File: src/hw/rtl/qvr_pkg.sv
// Package for the quaternion vector rotation block: fixed-point widths,
// component types and the payload structs passed between pipeline stages.
// No dependencies.
package qvr_pkg;

	// Fraction bits removed by each rounding step (Q16.16 x Q2.14 -> Q16.16).
	localparam int FRAC_SHIFT = 14;
	localparam int ROUND_BIAS = 1 << (FRAC_SHIFT - 1);

	localparam int VEC_W  = 32;
	localparam int QC_W   = 16;
	localparam int T_W    = 36;
	localparam int R_W    = 40;
	localparam int PROD1_W = VEC_W + QC_W;
	localparam int PROD2_W = T_W + QC_W;
	localparam int SUM1_W = T_W + FRAC_SHIFT;
	localparam int SUM2_W = R_W + FRAC_SHIFT;

	typedef logic signed [VEC_W-1:0]   vec_comp_t;
	typedef logic signed [QC_W-1:0]    quat_comp_t;
	typedef logic signed [T_W-1:0]     t_comp_t;
	typedef logic signed [R_W-1:0]     r_comp_t;
	typedef logic signed [PROD1_W-1:0] prod1_t;
	typedef logic signed [PROD2_W-1:0] prod2_t;
	typedef logic signed [SUM1_W-1:0]  sum1_t;
	typedef logic signed [SUM2_W-1:0]  sum2_t;

	localparam vec_comp_t VEC_MAX = {1'b0, {(VEC_W-1){1'b1}}};
	localparam vec_comp_t VEC_MIN = {1'b1, {(VEC_W-1){1'b0}}};

	typedef struct packed {
		vec_comp_t x;
		vec_comp_t y;
		vec_comp_t z;
	} vec3_t;

	typedef struct packed {
		quat_comp_t w;
		quat_comp_t x;
		quat_comp_t y;
		quat_comp_t z;
	} quat_t;

	// Intermediate quaternion t = conj(q) * (0, v), rounded to Q.16.
	typedef struct packed {
		t_comp_t w;
		t_comp_t x;
		t_comp_t y;
		t_comp_t z;
	} tquat_t;

	// Rounded vector part of t * q, before saturation.
	typedef struct packed {
		r_comp_t x;
		r_comp_t y;
		r_comp_t z;
	} rvec_t;

endpackage

File: src/hw/rtl/qvr_clip.sv
// Output stage: saturates each rounded component to the Q16.16 range and
// raises the clip flag. Depends on qvr_pkg.
module qvr_clip (
	input  logic               clk,
	input  logic               arst_n,
	input  logic               r_valid,
	input  qvr_pkg::rvec_t     r,
	output logic               out_valid,
	output qvr_pkg::vec3_t     out_vec,
	output logic               out_sat
);
	import qvr_pkg::*;

	logic  valid_s5, sat_s5;
	vec3_t vec_s5;
	logic  hi_x, hi_y, hi_z, lo_x, lo_y, lo_z;

	// A component overflows when its bits above the 32-bit sign differ from it.
	always_comb begin
		hi_x = !r.x[R_W-1] && (r.x[R_W-2:VEC_W-1] != '0);
		lo_x =  r.x[R_W-1] && (r.x[R_W-2:VEC_W-1] != '1);
		hi_y = !r.y[R_W-1] && (r.y[R_W-2:VEC_W-1] != '0);
		lo_y =  r.y[R_W-1] && (r.y[R_W-2:VEC_W-1] != '1);
		hi_z = !r.z[R_W-1] && (r.z[R_W-2:VEC_W-1] != '0);
		lo_z =  r.z[R_W-1] && (r.z[R_W-2:VEC_W-1] != '1);
	end

	always_ff @(posedge clk or negedge arst_n) begin
		if (!arst_n) begin
			valid_s5 <= 1'b0;
		end else begin
			valid_s5 <= r_valid;
		end
	end

	always_ff @(posedge clk) begin
		vec_s5.x <= hi_x ? VEC_MAX : (lo_x ? VEC_MIN : r.x[VEC_W-1:0]);
		vec_s5.y <= hi_y ? VEC_MAX : (lo_y ? VEC_MIN : r.y[VEC_W-1:0]);
		vec_s5.z <= hi_z ? VEC_MAX : (lo_z ? VEC_MIN : r.z[VEC_W-1:0]);
		sat_s5   <= hi_x | lo_x | hi_y | lo_y | hi_z | lo_z;
	end

	assign out_valid = valid_s5;
	assign out_vec   = vec_s5;
	assign out_sat   = sat_s5;

	// A flagged result has at least one component sitting on a range limit.
	a_sat_at_limit: assert property (@(posedge clk) disable iff (!arst_n)
		(valid_s5 && sat_s5) |-> (vec_s5.x == VEC_MAX || vec_s5.x == VEC_MIN ||
			vec_s5.y == VEC_MAX || vec_s5.y == VEC_MIN ||
			vec_s5.z == VEC_MAX || vec_s5.z == VEC_MIN))
		else $error("clip flag set with no component at a limit");

	// An unflagged result is the rounded value unchanged; the x component is checked.
	a_pass_through: assert property (@(posedge clk) disable iff (!arst_n)
		(r_valid && !(hi_x | lo_x | hi_y | lo_y | hi_z | lo_z)) |=>
			(vec_s5.x == $past(r.x[VEC_W-1:0]) && !sat_s5))
		else $error("in-range component altered by the clip stage");

endmodule

File: config.mk
export PLATFORM = sky130hd
export DESIGN_NAME = qvr_clip
export DESIGN_NICKNAME = d
export VERILOG_FILES = /design/src/hw/rtl/qvr_pkg.sv /design/src/hw/rtl/qvr_clip.sv
export SDC_FILE = /design/constraint.sdc
export NUM_CORES = 1
export LEC_CHECK = 0
export ABC_CLOCK_PERIOD_IN_PS = 800
export BUFFER_PORTS_ARGS = -buffer_cell sky130_fd_sc_hd__buf_2
export CORE_MARGIN = 8
export CORE_UTILIZATION = 43
export CTS_CLUSTER_DIAMETER = 150
export DETAILED_ROUTE_END_ITERATION = 8
export PLACE_DENSITY = 0.84
export SLEW_MARGIN = 20
export SYNTH_ARGS = -nofsm -noshare
export SYNTH_HDL_FRONTEND = slang
export SYNTH_SLANG_ARGS = --single-unit
File: constraint.sdc
create_clock -name clk -period 0.8 [get_ports clk]
set_input_delay 0.16 -clock clk [delete_from_list [all_inputs] [get_ports clk]]
set_output_delay 0.16 -clock clk [all_outputs]
set_load 0.05 [all_outputs]
### Word-level counts from Yosys, hierarchy flattened

Index checks and enable logic that the tools add are counted.

* input bits: 123
* output and inout port bits: 98
* register bits: 98

* reduce and logical (&&, ||, !) cells: 12
* muxes and demuxes: 3
* eq/ne operators: 3
* bitwise gates (word level): 5

Operators with widths (count)
* 32-bit 2-to-1 mux: 3
* 8-bit != test (second input constant): 3
* 8-bit nonzero test: 3
* 1-bit logical AND: 6
* 1-bit bitwise OR: 5
* 1-bit zero test: 3

### Longest topological paths before layout

* depth in word-level cells: 7
* depth in mapped cells: 4
* mapped depth without buffers: 4

### Worst setup path before layout

Ideal clock, no wire load.

* kind: in2reg
* start: input port r[31] in the netlist's numbering
* end: register vec_s5, in the netlist out_vec[10]
* path slack: -189 ps
* arrival: 875 ps
* required time: 685 ps
* path buffers: 1
* stages on the path: 4
* path through: nor4_2 a21oi_2 buf_6 o21a_1

* longest elaborated chain between the ends: 3
* elaborated cells on any way between the ends: 5
* classes of those cells: 1 x eq/ne; 1 x mux; 3 x reduce/logical

RTL lines
* start: declaration: line qvr_clip.sv:7 `input qvr_pkg::rvec_t r,`
* 8-bit != test: line qvr_clip.sv:25 `lo_z = r.z[R_W-1] && (r.z[R_W-2:VEC_W-1] != '1);`
* 1-bit logical AND: line qvr_clip.sv:25
* 32-bit 2-to-1 mux: line qvr_clip.sv:39 `vec_s5.z <= hi_z ? VEC_MAX : (lo_z ? VEC_MIN : r.z[VEC_W-1:0]);`
* end: declaration: line qvr_clip.sv:15 `vec3_t vec_s5;`

Several ways; a longest one is shown, not always the timed one.
A chain may end at the register's enable or synchronous reset.

### Worst setup path after layout

* start: register valid_s5, in the netlist out_valid
* end: output port out_valid

RTL lines
* start: declaration: line qvr_clip.sv:14 `logic valid_s5, sat_s5;`
* start signal: assignment: line qvr_clip.sv:32 `valid_s5 <= r_valid;`
* end: declaration: line qvr_clip.sv:8 `output logic out_valid,`

No word-level cell between the ends.

==> results by group <==
Cells and area
  • # fillers: ~260
  • Most common cell after layout, fill and taps aside: buf_2
  • NumNets Final: just over 600
  • Layout cell share with drive strength beyond 1: 74.0%
  • Commonest cells after routing, fill and taps aside: buf_2, buf_8, dfxtp_2, o21a_1, a21o_1
  • P&R area growth vs syn: 102%

Synthesis
  • Post-synthesis sequential area ratio: between 60% and 70%
  • Synth cell types: 15
  • Total of warnings raised by yosys: 0
  • Yosys reg bits: 98
  • Syn avg cell area: 13.0 sq um
  • Post-Syn Area: between 0.003 and 0.004 sq mm
  • Syn nets: roughly 360
  • Synthesized instance count: ~230

Critical path
  • Maximum net fanout on the critical path: 1
  • Worst path required time: approximately 640 ps
  • Critical Path AT: 900 ps
  • CP Buf/Inv Count: 1
  • Slowest cell on crit path: dfrtp_1
  • Crit path kind: reg -> out
  • Largest stage delay, worst path: about 400 ps
  • Worst-path cell chain: buf_6
  • CP Launch Type: register
  • Cell family with most CP delay: flip-flops
  • CP endpoint kind: primary output

Clock tree
  • H-tree levels: 3
  • Sink Count: 98
  • Root cell of the clock tree: clkbuf_8
  • Clock tree buffer depth: 2
  • Cts bufs inserted: 9
  • CTS clk-pin slew, worst paths: 110 ps
  • CTS tree: yes

Die
  • Die area: between 0.009 and 0.01 sq mm
  • I/O pin cnt: 221
  • Chip Width: about 100 um
  • Die height: ~100 um
  • Core area: approximately 0.0068 sq mm
  • Row cnt: 30
  • Initial Util: 44.5%

Worst hold path
  • Hold_sp: r[54]
  • Worst Hold Class: in -> reg
  • WHS Path Cells: 2
  • Hold Crit Endpoint: out_vec[46]

Drt
  • Total wire length: around 14,000 um
  • DR iter-0 viols: 84
  • Via count: 2,962
  • First-pass DRT Iterations: 4
  • Vias/cell: roughly 5
  • ANT nets after route: 0
  • Routed WL per cell: around 23 um
  • DRC: 0

Timing
  • Tcrit/Tclk final: 132%
  • Setup ws final: -256 ps
  • WHS: 8.18 ps
  • Unrepaired setup endpoints after global routing: true
  • Worst slew pin tran: 373 ps
  • FMAX: ~950 MHz
  • Slew margin rel.: roughly three quarters
  • Final Hold Fails: 0
  • Period minus WS final: roughly 1100 ps
  • Fin. max-slew vios: 0
  • # setup viols final: 188

Placed design
  • PortBufs: 220
  • Pre-CTS WS: -388 ps
  • Final GP Congestion: approximately 0.76
  • DP Wirelength: around 7300 um

Global route
  • Total track usage: 24.5%
  • Largest net degree at the start of global routing: 22
  • GRT overflow: 0
  • First-pass GRT wire length: 18,600 um
  • Initial antenna violation count: 1
  • Number of global-route vias before repair: 3,298

Power and ir drop
  • VDD IR max: around 1200 uV
  • Pwr dens: between 1500 and 2000 mW/mm^2
  • LEAKAGE: 2.80 nW

Status
  • Violated checks: negative setup slack
  • Status: complete, but fails checks

Run
  • Max_cap viols: 0
==> state kept, by name, summed over array words and instances, names as in the netlist <==
signal and cells:
out_sat 1, out_vec 96, out_valid 1
==> final cells by class <==
type / instances / area (sq um) / share of cell area, %
well taps: 96 / 120 / 1.96
clock inverters: 7 / 76.3 / 1.25
flip-flops and latches: 98 / 2090 / 34.1
multi-input cells: 114 / 960 / 15.7
diodes: 1 / 2.50 / 0.0409
repair buffers: 272 / 2750 / 44.9
clock buffers: 9 / 124 / 2.02
==> layer usage <==
| layer | part of all wire [%] | global-route usage [%] | routed length (um) | vias to the layer above |
|---|---|---|---|---|
| li1 | - | - | - | 1339 |
| met1 | 32 | 22.2 | 4400 | 1418 |
| met2 | 56 | 48.3 | 7730 | 171 |
| met3 | 7.9 | 7.82 | 1080 | 34 |
| met4 | 3.7 | 10.2 | 508 | 0 |
| met5 | 0 | 0 | 0 | - |
==> stage by stage <==
step / total power, mW / cells / TNS [ps] / area, sq um / utilization [%]
2_1_floorplan: 7.02 / 233 / -14080 / 3070 / -
3_3_place_gp: 7.75 / 542 / -29170 / 4270 / 62.8
3_5_place_dp: 7.81 / 542 / -31400 / 4270 / 62.8
4_1_cts: 12.0 / 590 / -21870 / 5990 / 88.2
5_1_grt: 12.5 / 597 / -27170 / 6120 / 90.0
6_report: 12.1 / 597 / -24220 / 6120 / 90.0
==> cells in the mapped netlist <==
library cell  count  area share, %
a21o_1           31            7.7
dfxtp_1          97             64
nand4bb_1         1           0.37
buf_2             3           0.50
nor4_2            6            2.5
nor2_1            1           0.12
a21oi_2           3           0.87
nand2_1           1           0.12
buf_4             6            1.5
nand4_1           6            1.2
clkbuf_1          3           0.37
buf_6             9            3.4
o21a_1           62             15
o21ai_2           3           0.87
dfrtp_1           1           0.83
==> where the power goes <==
group	internal, mW	total [mW]	switching, mW	leakage, nW
combinational	1.55	3.41	1.86	1.87
clock	1.47	3.22	1.75	0.0962
sequential	5.28	5.52	0.237	0.832
==> cell families after synthesis <==
kind of cell           count (synthesis)  synth area share, %
AND/OR/NAND/NOR                       15                 4.35
flip-flops                            98                 65.1
AO/OA/AOI/OAI                         99                 24.8
buffers and inverters                 21                 5.71
==> worst max path at each step <==
stage                     cells past startpoint       from     endpoint  slack (ps)
after CTS                                     1  out_valid    out_valid        -270
after detailed placement                      5      r[31]   out_vec[0]        -390
after floorplan                               4      r[38]  out_vec[10]        -160
final                                         1  out_valid    out_valid        -260
after global placement                        5      r[38]   out_vec[0]        -350
after global routing                          1  out_valid    out_valid        -290
==> repair_timing <==
item                                   in CTS  in global routing
setup buffers                               0                  0
endpoints found under the hold margin      28                  0
pin swaps                                   7                 10
gates resized for setup                   401                 32
hold buffers                               28                  0
setup endpoints to repair                 110                178
cloned                                      4                  6
(Power assumes the default switching activity.)
